File: src/hdl/differential_drive_odometry_core_assert.svh
// Assertion macros used by the odometry core file.
`ifndef DIFFERENTIAL_DRIVE_ODOMETRY_CORE_ASSERT_SVH
`define DIFFERENTIAL_DRIVE_ODOMETRY_CORE_ASSERT_SVH

// checked only out of reset
`define DDO_ASSERT(lbl, prop, msg) \
    lbl: assert property (@(posedge i_clk) disable iff (!i_rst_n) prop) else $error(msg);

// checked in every cycle, reset included
`define DDO_ASSERT_ALWAYS(lbl, prop, msg) \
    lbl: assert property (@(posedge i_clk) prop) else $error(msg);

`endif

File: src/hdl/ddo_pkg.sv
`timescale 1ns / 1ps
// ----------------------------------------------------------------------------
// ddo_pkg
// Types, constants and tables of the differential drive odometry core.
// ----------------------------------------------------------------------------
package ddo_pkg;

    localparam int MUL_A_W = 73;
    localparam int MUL_B_W = 33;
    localparam int MUL_P_W = 106;

    localparam logic [7:0] CFG_TICK_SCALE    = 8'd0;
    localparam logic [7:0] CFG_INV_WHEELBASE = 8'd1;

    localparam logic [39:0] TICK_SCALE_RST    = 40'd650908838;
    localparam logic [31:0] INV_WHEELBASE_RST = 32'd33554432;
    localparam logic [32:0] INV_TWO_PI        = 33'd683565276;
    localparam logic signed [33:0] CORDIC_GAIN = 34'sd652032874;

    localparam logic [31:0] ATAN_TAB [32] = '{
        32'd536870912, 32'd316933406, 32'd167458907, 32'd85004756,
        32'd42667331,  32'd21354465,  32'd10679838,  32'd5340245,
        32'd2670163,   32'd1335087,   32'd667544,    32'd333772,
        32'd166886,    32'd83443,     32'd41722,     32'd20861,
        32'd10430,     32'd5215,      32'd2608,      32'd1304,
        32'd652,       32'd326,       32'd163,       32'd81,
        32'd41,        32'd20,        32'd10,        32'd5,
        32'd3,         32'd1,         32'd1,         32'd0
    };

    typedef enum logic [3:0] {
        S_IDLE, S_DIST, S_RAD1, S_RAD2, S_TURN, S_CORD, S_DX, S_DY, S_FIN
    } t_state;

    typedef struct packed {
        logic               start;
        logic [MUL_A_W-1:0] a;
        logic [MUL_B_W-1:0] b;
    } t_mul_req;

    typedef struct packed {
        logic               busy;
        logic               done;
        logic [MUL_P_W-1:0] product;
    } t_mul_rsp;

endpackage

File: src/hdl/differential_drive_odometry_core.sv
`timescale 1ns / 1ps
`include "differential_drive_odometry_core_assert.svh"
// ----------------------------------------------------------------------------
// differential_drive_odometry_core
// Wheel odometry: absolute encoder counts in, pose and step motion out.
//
// Input word: left and right absolute counts, valid/ready. Output word: pose
// x/y (Q16.16, saturating), heading (binary angle), step distance and turn,
// valid/ready. The config port writes tick scale (index 0) and reciprocal
// wheel base (index 1); other indexes are ignored.
// One word is processed at a time. A serial shift-add multiplier (one bit
// per cycle) runs six products in sequence and an iterative CORDIC runs
// CORDIC_STEPS rotations; the multiplier stops early, so a word finishes
// sooner when count deltas are small.
// The result sits in an output register: the next input word is accepted
// while it waits, and the pose update of that word holds until the earlier
// result has been taken. Reset clears pose and previous counts to zero and
// loads the default register values.
// ----------------------------------------------------------------------------
module differential_drive_odometry_core
    import ddo_pkg::*;
#(
    parameter int CORDIC_STEPS = 24
) (
    input  logic               i_clk,
    input  logic               i_rst_n,
    input  logic               i_cfg_wr_en,
    input  logic [7:0]         i_cfg_index,
    input  logic [39:0]        i_cfg_wdata,
    input  logic               i_in_valid,
    output logic               o_in_ready,
    input  logic signed [31:0] i_left_count,
    input  logic signed [31:0] i_right_count,
    output logic               o_out_valid,
    input  logic               i_out_ready,
    output logic signed [31:0] o_pos_x,
    output logic signed [31:0] o_pos_y,
    output logic [31:0]        o_heading,
    output logic signed [31:0] o_step_distance,
    output logic signed [31:0] o_step_turn
);

    t_state r_state, n_state;
    logic   r_launched, n_launched;

    logic [39:0]        r_tick_scale;
    logic [31:0]        r_inv_wb;
    logic [31:0]        r_prev_left;
    logic [31:0]        r_prev_right;
    logic signed [31:0] r_pose_x;
    logic signed [31:0] r_pose_y;
    logic [31:0]        r_heading;
    logic               r_out_valid;
    logic signed [31:0] r_out_dist;
    logic [31:0]        r_out_turn;

    logic signed [32:0] r_sum;
    logic signed [32:0] r_diff;
    logic signed [31:0] r_dist;
    logic [MUL_A_W-1:0] r_p;
    logic [31:0]        r_turn;
    logic signed [33:0] r_cs;
    logic signed [33:0] r_sn;
    logic signed [36:0] r_dx;
    logic signed [36:0] r_dy;

    t_mul_req           mul_req;
    t_mul_rsp           mul_rsp;
    logic               cor_start;
    logic               cor_done;
    logic signed [33:0] cor_cos;
    logic signed [33:0] cor_sin;

    logic               in_acc;
    logic               fin_load;
    logic [31:0]        dl;
    logic [31:0]        dr;
    logic [32:0]        mag_sum;
    logic [32:0]        mag_diff;
    logic [31:0]        mag_dist;
    logic [33:0]        mag_cs;
    logic [33:0]        mag_sn;
    logic [MUL_P_W-1:0] prod_rnd;
    logic [40:0]        dist_v;
    logic signed [31:0] dist_sat;
    logic [31:0]        turn_mag;
    logic [31:0]        mid_angle;
    logic               prod_neg;
    logic signed [66:0] prod_s;
    logic signed [66:0] prod_r;
    logic signed [37:0] sum_x;
    logic signed [37:0] sum_y;
    logic signed [31:0] sat_x;
    logic signed [31:0] sat_y;

    ddo_mul u_mul (
        .i_clk   (i_clk),
        .i_rst_n (i_rst_n),
        .i_req   (mul_req),
        .o_rsp   (mul_rsp)
    );

    ddo_cordic #(
        .STEPS (CORDIC_STEPS)
    ) u_cordic (
        .i_clk   (i_clk),
        .i_rst_n (i_rst_n),
        .i_start (cor_start),
        .i_angle (mid_angle),
        .o_done  (cor_done),
        .o_cos   (cor_cos),
        .o_sin   (cor_sin)
    );

    assign o_in_ready = (r_state == S_IDLE);
    assign in_acc     = i_in_valid && o_in_ready;
    assign fin_load   = (r_state == S_FIN) && (!r_out_valid || i_out_ready);

    assign dl       = i_left_count - r_prev_left;
    assign dr       = i_right_count - r_prev_right;
    assign mag_sum  = r_sum[32] ? 33'(-r_sum) : 33'(r_sum);
    assign mag_diff = r_diff[32] ? 33'(-r_diff) : 33'(r_diff);
    assign mag_dist = r_dist[31] ? 32'(-r_dist) : 32'(r_dist);
    assign mag_cs   = r_cs[33] ? 34'(-r_cs) : 34'(r_cs);
    assign mag_sn   = r_sn[33] ? 34'(-r_sn) : 34'(r_sn);
    assign mid_angle = r_heading + {r_turn[31], r_turn[31:1]};

    // rounding bias per product, picked by state
    always_comb begin
        unique case (r_state)
            S_DIST:  prod_rnd = mul_rsp.product + (MUL_P_W'(1) << 32);
            S_RAD2:  prod_rnd = mul_rsp.product + (MUL_P_W'(1) << 39);
            S_TURN:  prod_rnd = mul_rsp.product + (MUL_P_W'(1) << 31);
            default: prod_rnd = mul_rsp.product;
        endcase
    end

    assign dist_v   = prod_rnd[73:33];
    assign turn_mag = prod_rnd[63:32];

    always_comb begin
        if (r_sum[32]) begin
            dist_sat = (dist_v > 41'h0_8000_0000) ? 32'sh8000_0000 : 32'(-dist_v);
        end else begin
            dist_sat = (dist_v > 41'h0_7FFF_FFFF) ? 32'sh7FFF_FFFF : 32'(dist_v);
        end
    end

    assign prod_neg = (r_state == S_DX) ? (r_dist[31] ^ r_cs[33]) : (r_dist[31] ^ r_sn[33]);
    assign prod_s   = prod_neg ? -$signed({1'b0, mul_rsp.product[65:0]})
                               : $signed({1'b0, mul_rsp.product[65:0]});
    assign prod_r   = prod_s + 67'sd536870912;

    assign sum_x = 38'(r_pose_x) + 38'(r_dx);
    assign sum_y = 38'(r_pose_y) + 38'(r_dy);

    always_comb begin
        if (sum_x > 38'sh0_7FFF_FFFF) begin
            sat_x = 32'sh7FFF_FFFF;
        end else if (sum_x < -38'sh0_8000_0000) begin
            sat_x = 32'sh8000_0000;
        end else begin
            sat_x = 32'(sum_x);
        end
        if (sum_y > 38'sh0_7FFF_FFFF) begin
            sat_y = 32'sh7FFF_FFFF;
        end else if (sum_y < -38'sh0_8000_0000) begin
            sat_y = 32'sh8000_0000;
        end else begin
            sat_y = 32'(sum_y);
        end
    end

    always_ff @(posedge i_clk) begin
        if (!i_rst_n) begin
            r_state    <= S_IDLE;
            r_launched <= 1'b0;
        end else begin
            r_state    <= n_state;
            r_launched <= n_launched;
        end
    end

    always_comb begin
        n_state     = r_state;
        n_launched  = r_launched;
        mul_req     = '0;
        cor_start   = 1'b0;
        unique case (r_state)
            S_IDLE: begin
                if (in_acc) begin
                    n_state = S_DIST;
                end
            end
            S_DIST: begin
                mul_req.a = MUL_A_W'(r_tick_scale);
                mul_req.b = mag_sum;
            end
            S_RAD1: begin
                mul_req.a = MUL_A_W'(r_tick_scale);
                mul_req.b = mag_diff;
            end
            S_RAD2: begin
                mul_req.a = r_p;
                mul_req.b = MUL_B_W'(r_inv_wb);
            end
            S_TURN: begin
                mul_req.a = r_p;
                mul_req.b = INV_TWO_PI;
            end
            S_CORD: begin
                cor_start = !r_launched;
            end
            S_DX: begin
                mul_req.a = MUL_A_W'(mag_cs);
                mul_req.b = MUL_B_W'(mag_dist);
            end
            S_DY: begin
                mul_req.a = MUL_A_W'(mag_sn);
                mul_req.b = MUL_B_W'(mag_dist);
            end
            S_FIN: begin
                if (fin_load) begin
                    n_state = S_IDLE;
                end
            end
            default: begin
                n_state = S_IDLE;
            end
        endcase

        if (r_state == S_DIST || r_state == S_RAD1 || r_state == S_RAD2 ||
            r_state == S_TURN || r_state == S_DX || r_state == S_DY) begin
            mul_req.start = !r_launched;
            if (mul_rsp.done && r_launched) begin
                n_state = (r_state == S_DIST) ? S_RAD1 :
                          (r_state == S_RAD1) ? S_RAD2 :
                          (r_state == S_RAD2) ? S_TURN :
                          (r_state == S_TURN) ? S_CORD :
                          (r_state == S_DX)   ? S_DY : S_FIN;
            end
        end
        if (r_state == S_CORD && cor_done && r_launched) begin
            n_state = S_DX;
        end
        if (mul_req.start || cor_start) begin
            n_launched = 1'b1;
        end
        if (n_state != r_state) begin
            n_launched = 1'b0;
        end
    end

    always_ff @(posedge i_clk) begin
        if (!i_rst_n) begin
            r_tick_scale <= TICK_SCALE_RST;
            r_inv_wb     <= INV_WHEELBASE_RST;
            r_prev_left  <= '0;
            r_prev_right <= '0;
            r_pose_x     <= '0;
            r_pose_y     <= '0;
            r_heading    <= '0;
            r_out_valid  <= 1'b0;
        end else begin
            if (i_cfg_wr_en && i_cfg_index == CFG_TICK_SCALE) begin
                r_tick_scale <= i_cfg_wdata;
            end
            if (i_cfg_wr_en && i_cfg_index == CFG_INV_WHEELBASE) begin
                r_inv_wb <= i_cfg_wdata[31:0];
            end
            if (in_acc) begin
                r_prev_left  <= i_left_count;
                r_prev_right <= i_right_count;
            end
            if (fin_load) begin
                r_pose_x    <= sat_x;
                r_pose_y    <= sat_y;
                r_heading   <= r_heading + r_turn;
                r_out_valid <= 1'b1;
            end else if (i_out_ready) begin
                r_out_valid <= 1'b0;
            end
        end
    end

    always_ff @(posedge i_clk) begin
        if (in_acc) begin
            r_sum  <= 33'(signed'(dl)) + 33'(signed'(dr));
            r_diff <= 33'(signed'(dr)) - 33'(signed'(dl));
        end
        if (mul_rsp.done && r_launched) begin
            unique case (r_state)
                S_DIST:  r_dist <= dist_sat;
                S_RAD1:  r_p    <= mul_rsp.product[MUL_A_W-1:0];
                S_RAD2:  r_p    <= MUL_A_W'(prod_rnd[103:40]);
                S_TURN:  r_turn <= r_diff[32] ? (32'd0 - turn_mag) : turn_mag;
                S_DX:    r_dx   <= prod_r[66:30];
                S_DY:    r_dy   <= prod_r[66:30];
                default: ;
            endcase
        end
        if (r_state == S_CORD && cor_done && r_launched) begin
            r_cs <= cor_cos;
            r_sn <= cor_sin;
        end
        if (fin_load) begin
            r_out_dist <= r_dist;
            r_out_turn <= r_turn;
        end
    end

    assign o_out_valid     = r_out_valid;
    assign o_pos_x         = r_pose_x;
    assign o_pos_y         = r_pose_y;
    assign o_heading       = r_heading;
    assign o_step_distance = r_out_dist;
    assign o_step_turn     = r_out_turn;

    `DDO_ASSERT(a_busy_after_accept, (i_in_valid && o_in_ready) |=> !o_in_ready, "ready after accept")
    `DDO_ASSERT(a_mul_start_idle, mul_req.start |-> !mul_rsp.busy, "multiplier restarted while busy")
    `DDO_ASSERT(a_heading_step, fin_load |=> r_heading == $past(r_heading + r_turn), "heading step")
    `DDO_ASSERT_ALWAYS(a_reset_clears, !i_rst_n |=> !o_out_valid && o_in_ready, "reset state")

endmodule

File: src/hdl/ddo_mul.sv
`timescale 1ns / 1ps
// ----------------------------------------------------------------------------
// ddo_mul
// Serial shift-add multiplier, one multiplier bit per cycle, stops early
// once the remaining multiplier bits are zero.
// ----------------------------------------------------------------------------
module ddo_mul
    import ddo_pkg::*;
(
    input  logic     i_clk,
    input  logic     i_rst_n,
    input  t_mul_req i_req,
    output t_mul_rsp o_rsp
);

    logic               r_busy;
    logic [MUL_P_W-1:0] r_acc;
    logic [MUL_P_W-1:0] r_a;
    logic [MUL_B_W-1:0] r_b;

    always_ff @(posedge i_clk) begin
        if (!i_rst_n) begin
            r_busy <= 1'b0;
        end else if (i_req.start) begin
            r_busy <= 1'b1;
        end else if (r_busy && r_b == '0) begin
            r_busy <= 1'b0;
        end
    end

    always_ff @(posedge i_clk) begin
        if (i_req.start) begin
            r_acc <= '0;
            r_a   <= MUL_P_W'(i_req.a);
            r_b   <= i_req.b;
        end else if (r_busy && r_b != '0) begin
            if (r_b[0]) begin
                r_acc <= r_acc + r_a;
            end
            r_a <= r_a << 1;
            r_b <= r_b >> 1;
        end
    end

    assign o_rsp.busy    = r_busy;
    assign o_rsp.done    = r_busy && (r_b == '0);
    assign o_rsp.product = r_acc;

endmodule

File: src/hdl/ddo_cordic.sv
`timescale 1ns / 1ps
// ----------------------------------------------------------------------------
// ddo_cordic
// Iterative rotation-mode CORDIC, Q4.30 cosine and sine of a binary angle,
// one micro-rotation per cycle after quadrant reduction.
// ----------------------------------------------------------------------------
module ddo_cordic
    import ddo_pkg::*;
#(
    parameter int STEPS = 24
) (
    input  logic               i_clk,
    input  logic               i_rst_n,
    input  logic               i_start,
    input  logic [31:0]        i_angle,
    output logic               o_done,
    output logic signed [33:0] o_cos,
    output logic signed [33:0] o_sin
);

    localparam int CNT_W = $clog2(STEPS + 1);

    logic               r_busy;
    logic [CNT_W-1:0]   r_cnt;
    logic [1:0]         r_quad;
    logic signed [33:0] r_x;
    logic signed [33:0] r_y;
    logic signed [33:0] r_z;
    logic [1:0]         quad0;
    logic [31:0]        z0;
    logic [4:0]         idx;
    logic signed [33:0] atan_s;

    assign quad0  = 2'((i_angle + 32'h2000_0000) >> 30);
    assign z0     = i_angle - {quad0, 30'd0};
    assign idx    = 5'(r_cnt);
    assign atan_s = $signed({2'b00, ATAN_TAB[idx]});

    always_ff @(posedge i_clk) begin
        if (!i_rst_n) begin
            r_busy <= 1'b0;
        end else if (i_start) begin
            r_busy <= 1'b1;
        end else if (o_done) begin
            r_busy <= 1'b0;
        end
    end

    always_ff @(posedge i_clk) begin
        if (i_start) begin
            r_cnt  <= '0;
            r_quad <= quad0;
            r_x    <= CORDIC_GAIN;
            r_y    <= '0;
            r_z    <= 34'(signed'(z0));
        end else if (r_busy && !o_done) begin
            r_cnt <= r_cnt + 1'b1;
            if (!r_z[33]) begin
                r_x <= r_x - (r_y >>> idx);
                r_y <= r_y + (r_x >>> idx);
                r_z <= r_z - atan_s;
            end else begin
                r_x <= r_x + (r_y >>> idx);
                r_y <= r_y - (r_x >>> idx);
                r_z <= r_z + atan_s;
            end
        end
    end

    assign o_done = r_busy && (r_cnt == CNT_W'(STEPS));

    always_comb begin
        unique case (r_quad)
            2'd0: begin
                o_cos = r_x;
                o_sin = r_y;
            end
            2'd1: begin
                o_cos = -r_y;
                o_sin = r_x;
            end
            2'd2: begin
                o_cos = -r_x;
                o_sin = -r_y;
            end
            default: begin
                o_cos = r_y;
                o_sin = -r_x;
            end
        endcase
    end

endmodule
File: config.mk
export PLATFORM = sky130hd
export DESIGN_NAME = differential_drive_odometry_core
export DESIGN_NICKNAME = d
export VERILOG_FILES = /design/src/hdl/ddo_pkg.sv /design/src/hdl/differential_drive_odometry_core.sv /design/src/hdl/ddo_mul.sv /design/src/hdl/ddo_cordic.sv
export VERILOG_INCLUDE_DIRS = /design/src /design/src/hdl
export SDC_FILE = /design/constraint.sdc
export NUM_CORES = 2
export LEC_CHECK = 0
export BUFFER_PORTS_ARGS = -buffer_cell sky130_fd_sc_hd__buf_2
export CAP_MARGIN = 20
export CORE_ASPECT_RATIO = 2
export CORE_UTILIZATION = 50
export CTS_CLUSTER_SIZE = 14
export DETAILED_ROUTE_END_ITERATION = 8
export HOLD_SLACK_MARGIN = 0.03
export PLACE_DENSITY = 0.71
export SETUP_SLACK_MARGIN = 0.1
export SLEW_MARGIN = 20
export SYNTH_ARGS = -nofsm -noshare
export SYNTH_HDL_FRONTEND = slang
export SYNTH_SLANG_ARGS = --single-unit
File: constraint.sdc
create_clock -name i_clk -period 13.08 [get_ports i_clk]
set_clock_uncertainty 0.05 [all_clocks]
set_input_delay 1.308 -clock i_clk [delete_from_list [all_inputs] [get_ports i_clk]]
set_output_delay 1.308 -clock i_clk [all_outputs]
set_load 0.02 [all_outputs]
### Word-level counts from Yosys, hierarchy flattened

Memories as Yosys holds them, arrays and structs flattened.
Cells that the tools add are included.
Widths: inputs -> output; s select.

| word-level totals | value |
|---|---|
| bits in registers | 1003 |
| ROM bits | 1024 |
| bits of input ports | 117 |
| output and inout port bits | 162 |
| word-level logic and storage cells | 181 |
| memories | 1 |

Memory list:

| name | words | bits a word | rd ports | clocked after Yosys merged registers in | write ports | line | RTL |
|---|---|---|---|---|---|---|---|
| (name not given) | 32 | 32 | 1 | 0 | 0 | ddo_cordic.sv:37 | `assign atan_s = $signed({2'b00, ATAN_TAB[idx]});` |

| operators by class | value |
|---|---|
| add/sub/neg operators | 32 |
| order comparisons | 7 |
| equal/unequal tests | 13 |
| shifts and indexed selects | 2 |
| multiplexer cells | 50 |
| bitwise logic cells | 4 |
| reductions and logical operators | 40 |

Operators by type and width:

| operator | number |
|---|---|
| $pmux 106 s6 | 1 |
| $mux 32 | 11 |
| $pmux 104 s3 | 1 |
| $mux 34 | 7 |
| $pmux 34 s3 | 2 |
| $mux 73 | 2 |
| $pmux 73 s2 | 1 |
| $neg 34->34 | 4 |
| $mux 33 | 4 |
| $add 106x106->106 | 1 |
| $add 104x32->104 const B | 1 |
| $add 104x33->104 const B | 1 |
| $add 104x40->104 const B | 1 |
| $sub 32x32->32 | 3 |
| $add 32x37->38 | 2 |
| $gt 38x32->1 const B | 2 |
| $lt 38x32->1 const B | 2 |
| $add 34x34->34 | 2 |
| $sshr 34x5->34 | 2 |
| $sub 34x34->34 | 2 |
| $add 67x31->67 const B | 1 |
| $mux 67 | 1 |
| $neg 66->67 | 1 |
| $neg 33->33 | 2 |
| 39 further kinds | 91 |

### Depth between registers and ports, before layout

| logic depth | value |
|---|---|
| word-level depth | 11 |
| mapped depth | 34 |
| depth with buffers taken out | 29 |

### Cells and area by module

A second synthesis with hierarchy kept.

| unflattened totals | value |
|---|---|
| cell total of the unflattened synthesis | 9849 |
| area total of the unflattened synthesis | 83092.2 um^2 |

Modules (own cells, without submodules):

| module | instances | cells an instance | area each (um^2) | sequential area each (um^2) |
|---|---|---|---|---|
| differential_drive_odometry_core | 1 | 5448 | 47211.5 | 17016.3 |
| ddo_cordic | 1 | 2527 | 19871.6 | 2562.5 |
| ddo_mul | 1 | 1874 | 16009.1 | 5985.7 |

### Worst setup path after synthesis

Ideal clock, no wire load.

| timing path | value |
|---|---|
| path kind | reg2reg |
| start | reg u_cordic.r_cnt[3] (netlist: u_cordic.idx[3]) |
| end | reg r_launched |
| library setup time | 499 ps |
| arrival | 9628 ps |
| data required time | 12531 ps |
| slack | 2903 ps |
| cell stages (with the launch flop) | 14 |
| buffers on the path | 7 |
| period minus slack after synthesis | 10177 ps |
| path through | dfxtp_1 buf_2 buf_2 buf_1 clkbuf_1 clkbuf_1 clkbuf_1 clkbuf_1 nand3_1 nor4_1 a41oi_1 o21ai_0 a211o_1 a2111oi_0 |

| on the way | value |
|---|---|
| word-level cells in the longest chain between the ends | 7 |

RTL lines:

| item | line | RTL |
|---|---|---|
| start, declared | ddo_cordic.sv:24 | `logic [CNT_W-1:0] r_cnt;` |
| start signal, assigned | ddo_cordic.sv:57 | `r_cnt <= r_cnt + 1'b1;` |
| $eq 5x5->1 | ddo_cordic.sv:70 | `assign o_done = r_busy && (r_cnt == CNT_W'(STEPS));` |
| $logic_and 1x1->1 | ddo_cordic.sv:70 |  |
| $logic_and 1x1->1 (2 in a row) | differential_drive_odometry_core.sv:243 | `if (r_state == S_CORD && cor_done && r_launched) begin` |
| $mux 4 | differential_drive_odometry_core.sv:243 |  |
| $ne 4x4->1 | differential_drive_odometry_core.sv:249 | `if (n_state != r_state) begin` |
| $reduce_or 2->1 (no line) | - |  |
| end signal, assigned | differential_drive_odometry_core.sv:180 | `r_launched <= n_launched;` |
| end, declared | differential_drive_odometry_core.sv:44 | `logic r_launched, n_launched;` |

No other way between the ends.
A chain may end at the register's enable or synchronous reset.

### Worst setup path after layout

| timing path | value |
|---|---|
| start | reg u_cordic.r_cnt[1] (netlist: u_cordic.idx[1]) |
| end | reg u_cordic.r_y[33] |

| on the way | value |
|---|---|
| word-level cells in the longest chain between the ends | 4 |
| elaborated cells between the ends (all ways) | 8 |
| classes of those cells | add/sub: 2; eq/ne: 1; shift: 1; mux: 1; reduce/logical: 3 |

RTL lines:

| item | line | RTL |
|---|---|---|
| branches (longest 4 deep; another with $add 34x34->34) | - |  |
| end signal, assigned | ddo_cordic.sv:60 | `r_y <= r_y + (r_x >>> idx);` |
| end signal, assigned | ddo_cordic.sv:64 | `r_y <= r_y - (r_x >>> idx);` |
| end, declared | ddo_cordic.sv:27 | `logic signed [33:0] r_y;` |

Several ways; the timed one is not identified.

==> impl_summary.log <==
INFO  metric synth.net_count = 9920
INFO  metric setup.worst_path.class = reg -> reg
INFO  metric asyncSetResetFlopFracSynth = 0%
INFO  metric worst-endpoint-arrival = 8.87 ns
INFO  metric final_setup_violations = 0
INFO  metric layout_worst_path_cycle_share = 63.2%
INFO  metric synth.most_common_cell = nand2_1
INFO  metric syn_inst_count = 9294
INFO  metric power_frac_comb = 33.8%
INFO  metric yosysWarnings = 0
INFO  metric power_switching = 3.97 mW
INFO  metric clkSlewWorstSetupHoldPaths = 0.08 ns
INFO  metric core-area = 155000 um^2
INFO  metric min-delay-path-class = reg -> reg
INFO  metric final_period_minus_worst_setup_slack = 8.26 ns
INFO  metric floorplan.initialDensity = 50.5%
INFO  metric max_cap_viol_count = 0
INFO  metric number_of_drc_violations_after_detailed_routing_iteration_0 = 6159
INFO  metric wire_length_per_cell = 27.7 um
INFO  metric globalRouteOverflowTotal = 0
INFO  metric vdd_drop_max = 0.113 mV
INFO  metric synth.top_cells.by_count = nand2_1 (1256), a21oi_1 (962), nor2_1 (699)
INFO  metric antenna_nets_post_route = 0
INFO  metric setup_total_negative_slack = 0 ns
INFO  metric cts_hold_repair.buffers = 0
INFO  metric worst_setup_path_end_kind = flip-flop
INFO  metric cts_tree = built
INFO  metric flow.area_growth_from_synthesis = 8.82%
INFO  metric crit_path_max_fanout = 60
INFO  metric place.gp.congestion = 1.10
INFO  metric non_filler_instance_count_after_layout = 11.5k
INFO  metric synth_seq_area_share = 32.6%
INFO  metric run_status = finished, final reports clean
INFO  metric max_stage_delay = 0.89 ns
INFO  metric clkLatencyLatePin = 0.76 ns
INFO  metric p_int = 6.75 mW
INFO  metric buffer_ports.inserted = 278
INFO  metric die_width = 281 um
INFO  metric critPathRequiredTime = 13.69 ns
INFO  metric fin_nets = 9930
INFO  metric grt_setup_unrepaired = no
INFO  metric hpwlAfterDp = 242 mm
INFO  metric grt_use_total = 39.4%
INFO  metric synth_flop_cell = edfxtp_1
INFO  metric max-slew-margin-rel = 14.2%
INFO  metric crit_family = compound AO/OA/AOI/OAI gates
INFO  metric slew_violations = 0
INFO  metric synth_top_area_share = 21.2%
INFO  metric synth_top_cell_by_area = edfxtp_1
INFO  metric share_of_total_power_in_the_clock_network = 29.5%
INFO  metric tritoncts.num_buffers = 99
INFO  metric ioPinCount = 279
INFO  metric die_area = 158000 um^2
INFO  metric total_power = 10.7 mW
INFO  metric max_clock_freq = 121 MHz
INFO  metric synth_top_cells_by_area = edfxtp_1 (21%), dfxtp_1 (11%), ha_1 (8.0%), a21oi_1 (6.2%), nand2_1 (6.0%)
INFO  metric postCtsResizedCells = 0
INFO  metric die_h = 561 um
INFO  metric max_slew.worst_pin.slew = 1.28 ns
INFO  metric clkSinkCount = 998
INFO  metric antenna_found_initial = 25
INFO  metric power-per-cell-area = 126 nW/um^2
INFO  metric buffer_count_from_post_cts_setup_fixing = 0
INFO  metric crit_buf_inv = 2
INFO  metric largest_net_degree_at_the_start_of_global_routing = 96
INFO  metric vias = 74.0k
INFO  metric synth_area_per_cell = 8.40 um^2
INFO  metric synth_edf_count = 550
INFO  metric wl = 317 mm
INFO  metric grt_first_pass_wirelength = 461 mm
INFO  metric swShare = 37.1%
INFO  metric syn-cell-area = 78100 um^2
INFO  metric critical_path.slowest_cell = dfxtp_4
INFO  metric post_synthesis_register_bit_count = 998
INFO  metric p_leak = 33.6 nW
INFO  metric final_hold_violation_count = 0
INFO  metric cp_cell_sequence = buf_4 -> mux4_2 -> mux2_2 -> mux4_2 -> a211oi_1 -> nand2_1 -> nor2_1 -> nand2_1 -> nand3_1 -> o21ai_0 -> a22oi_1 -> ha_1 -> nand4_1 -> nor2_1 -> a221oi_1 -> buf_4 -> o21a_1 -> o211ai_1 -> a41oi_1 -> o21ai_0 -> xnor2_1 -> or3_1 -> a21oi_1
INFO  metric proportion_of_layout_cells_with_a_drive_suffix_above_1 = 9.39%
INFO  metric ctsHtreeMaxLevel = 3
INFO  metric seq_power_share = 36.6%
INFO  metric synth.lib_cells_used.distinct = 101
INFO  metric clockRootBuffer = clkbuf_16
INFO  metric rows = 204
INFO  metric drc = 0
INFO  metric max-clock-path-buffers = 3
INFO  metric critPathLaunchType = flip-flop
INFO  metric route.detailed.vias_per_inst = 6.46
INFO  metric first_global_vias = 72.7k
INFO  metric detailedRoute.firstPassIterationCount = 6
INFO  metric dp.cells = 11.3k
## through the flow
stage	hold WS, ns	setup slack [ns]	util [%]	area (um^2)
finish	0.404	4.82	54.9	85000
global route	0.417	4.29	54.9	84900
CTS	0.405	4.88	54.9	84900
detailed placement	0.397	4.94	52.6	81400
global placement	0.392	4.64	52.6	81400
floorplan	0.374	2.90	-	78100
## state kept, by name, indices dropped and copies added, names as in the netlist, 33 cells and up
register      count
r_cs             34
r_dx             37
r_dy             37
r_p              73
r_sn             34
r_sum            33
r_tick_scale     40
u_cordic.r_x     34
u_cordic.r_y     34
u_cordic.r_z     34
u_mul.r_a       104
u_mul.r_acc     104
u_mul.r_b        33
## layout make-up
class	count	area, um^2
Antenna cell	17	42.5
Timing Repair Buffer	459	2750
Clock buffer	127	2750
Sequential cell	998	25500
Tap cell	2060	2580
Clock inverter	60	744
Inverter	309	1170
Multi-Input combinational cell	7437	49400
Fill cell	14244	69700
## final timing paths
path,start,end,slack (ns),cells past startpoint
hold / removal,r_prev_left[12]$_SDFFE_PN0P_,r_prev_left[12]$_SDFFE_PN0P_,0.40,2
setup reg to reg,u_cordic.idx[1]$_SDFFE_PP0P_,u_cordic.r_y[33]$_SDFFE_PP0P_,4.82,23
hold reg to reg,r_prev_left[12]$_SDFFE_PN0P_,r_prev_left[12]$_SDFFE_PN0P_,0.40,2
setup / recovery,u_cordic.idx[1]$_SDFFE_PP0P_,u_cordic.r_y[33]$_SDFFE_PP0P_,4.82,23
## metal layers
metal | track usage [%] | vias up | wire length (um)
met4 | 40.3 | 17 | 38700
met1 | 37.4 | 35232 | 101000
met5 | 0.278 | - | 178
met3 | 8.82 | 1492 | 23500
li1 | - | 33720 | -
met2 | 67.7 | 3585 | 154000
## logic make-up after synthesis
logic type | share of synthesized area (%)
DFF | 32.6
AOI/OAI and AO/OA | 21.6
adders and majority gates | 8.27
buffers and inverters | 4.28
muxes | 5.20
xor gates and xnor gates | 10.0
and+or+nand+nor | 18.0
## placed cells by master (no fill, tap or decap), types with 58 or more instances in the layout
cell / synthesis / final
nor2_1: 699 / 691
dfxtp_1: 448 / 443
xnor2_1: 525 / 524
inv_1: 304 / 300
a21o_1: 229 / 229
or3_1: 71 / 69
o21ai_0: 632 / 626
nand3_1: 195 / 194
edfxtp_1: 550 / 550
xor2_1: 365 / 364
mux2i_1: 120 / 120
a31oi_1: 75 / 75
and3_1: 92 / 91
mux4_2: 104 / 104
buf_4: 8 / 181
o21bai_1: 71 / 70
and2_1: 60 / 58
a221oi_1: 74 / 74
clkbuf_16: 0 / 105
nor4_1: 77 / 75
nor3_1: 131 / 129
nor2b_1: 74 / 74
nand2b_1: 107 / 106
o31ai_1: 90 / 90
nand2_1: 1256 / 1252
o21a_1: 76 / 76
a21oi_1: 962 / 961
buf_2: 36 / 278
a211oi_1: 64 / 64
nand4_1: 95 / 95
ha_1: 497 / 497
## power by group through the flow
stage	logic [mW]	clock network (mW)	registers, mW
floorplan	2.47	0	3.88
global route	3.89	3.31	3.94
global placement	3.47	0	3.97
detailed placement	3.51	0	3.98
CTS	3.53	3.20	3.91
finish	3.62	3.17	3.93
## worst register-to-register path, cell delays in order, from the launching register on
cell      delay [ns]
dfxtp_4         0.89
buf_4           0.83
mux4_2          0.66
mux2_2          0.34
mux4_2          0.60
a211oi_1        0.59
nand2_1         0.19
nor2_1          0.22
nand2_1         0.12
nand3_1         0.10
o21ai_0         0.11
a22oi_1         0.78
ha_1            0.43
nand4_1         0.12
nor2_1          0.05
a221oi_1        0.26
buf_4           0.27
o21a_1          0.22
o211ai_1        0.19
a41oi_1         0.36
o21ai_0         0.18
xnor2_1         0.16
or3_1           0.31
a21oi_1         0.14
No activity file was read; power rests on OpenSTA's default activity.
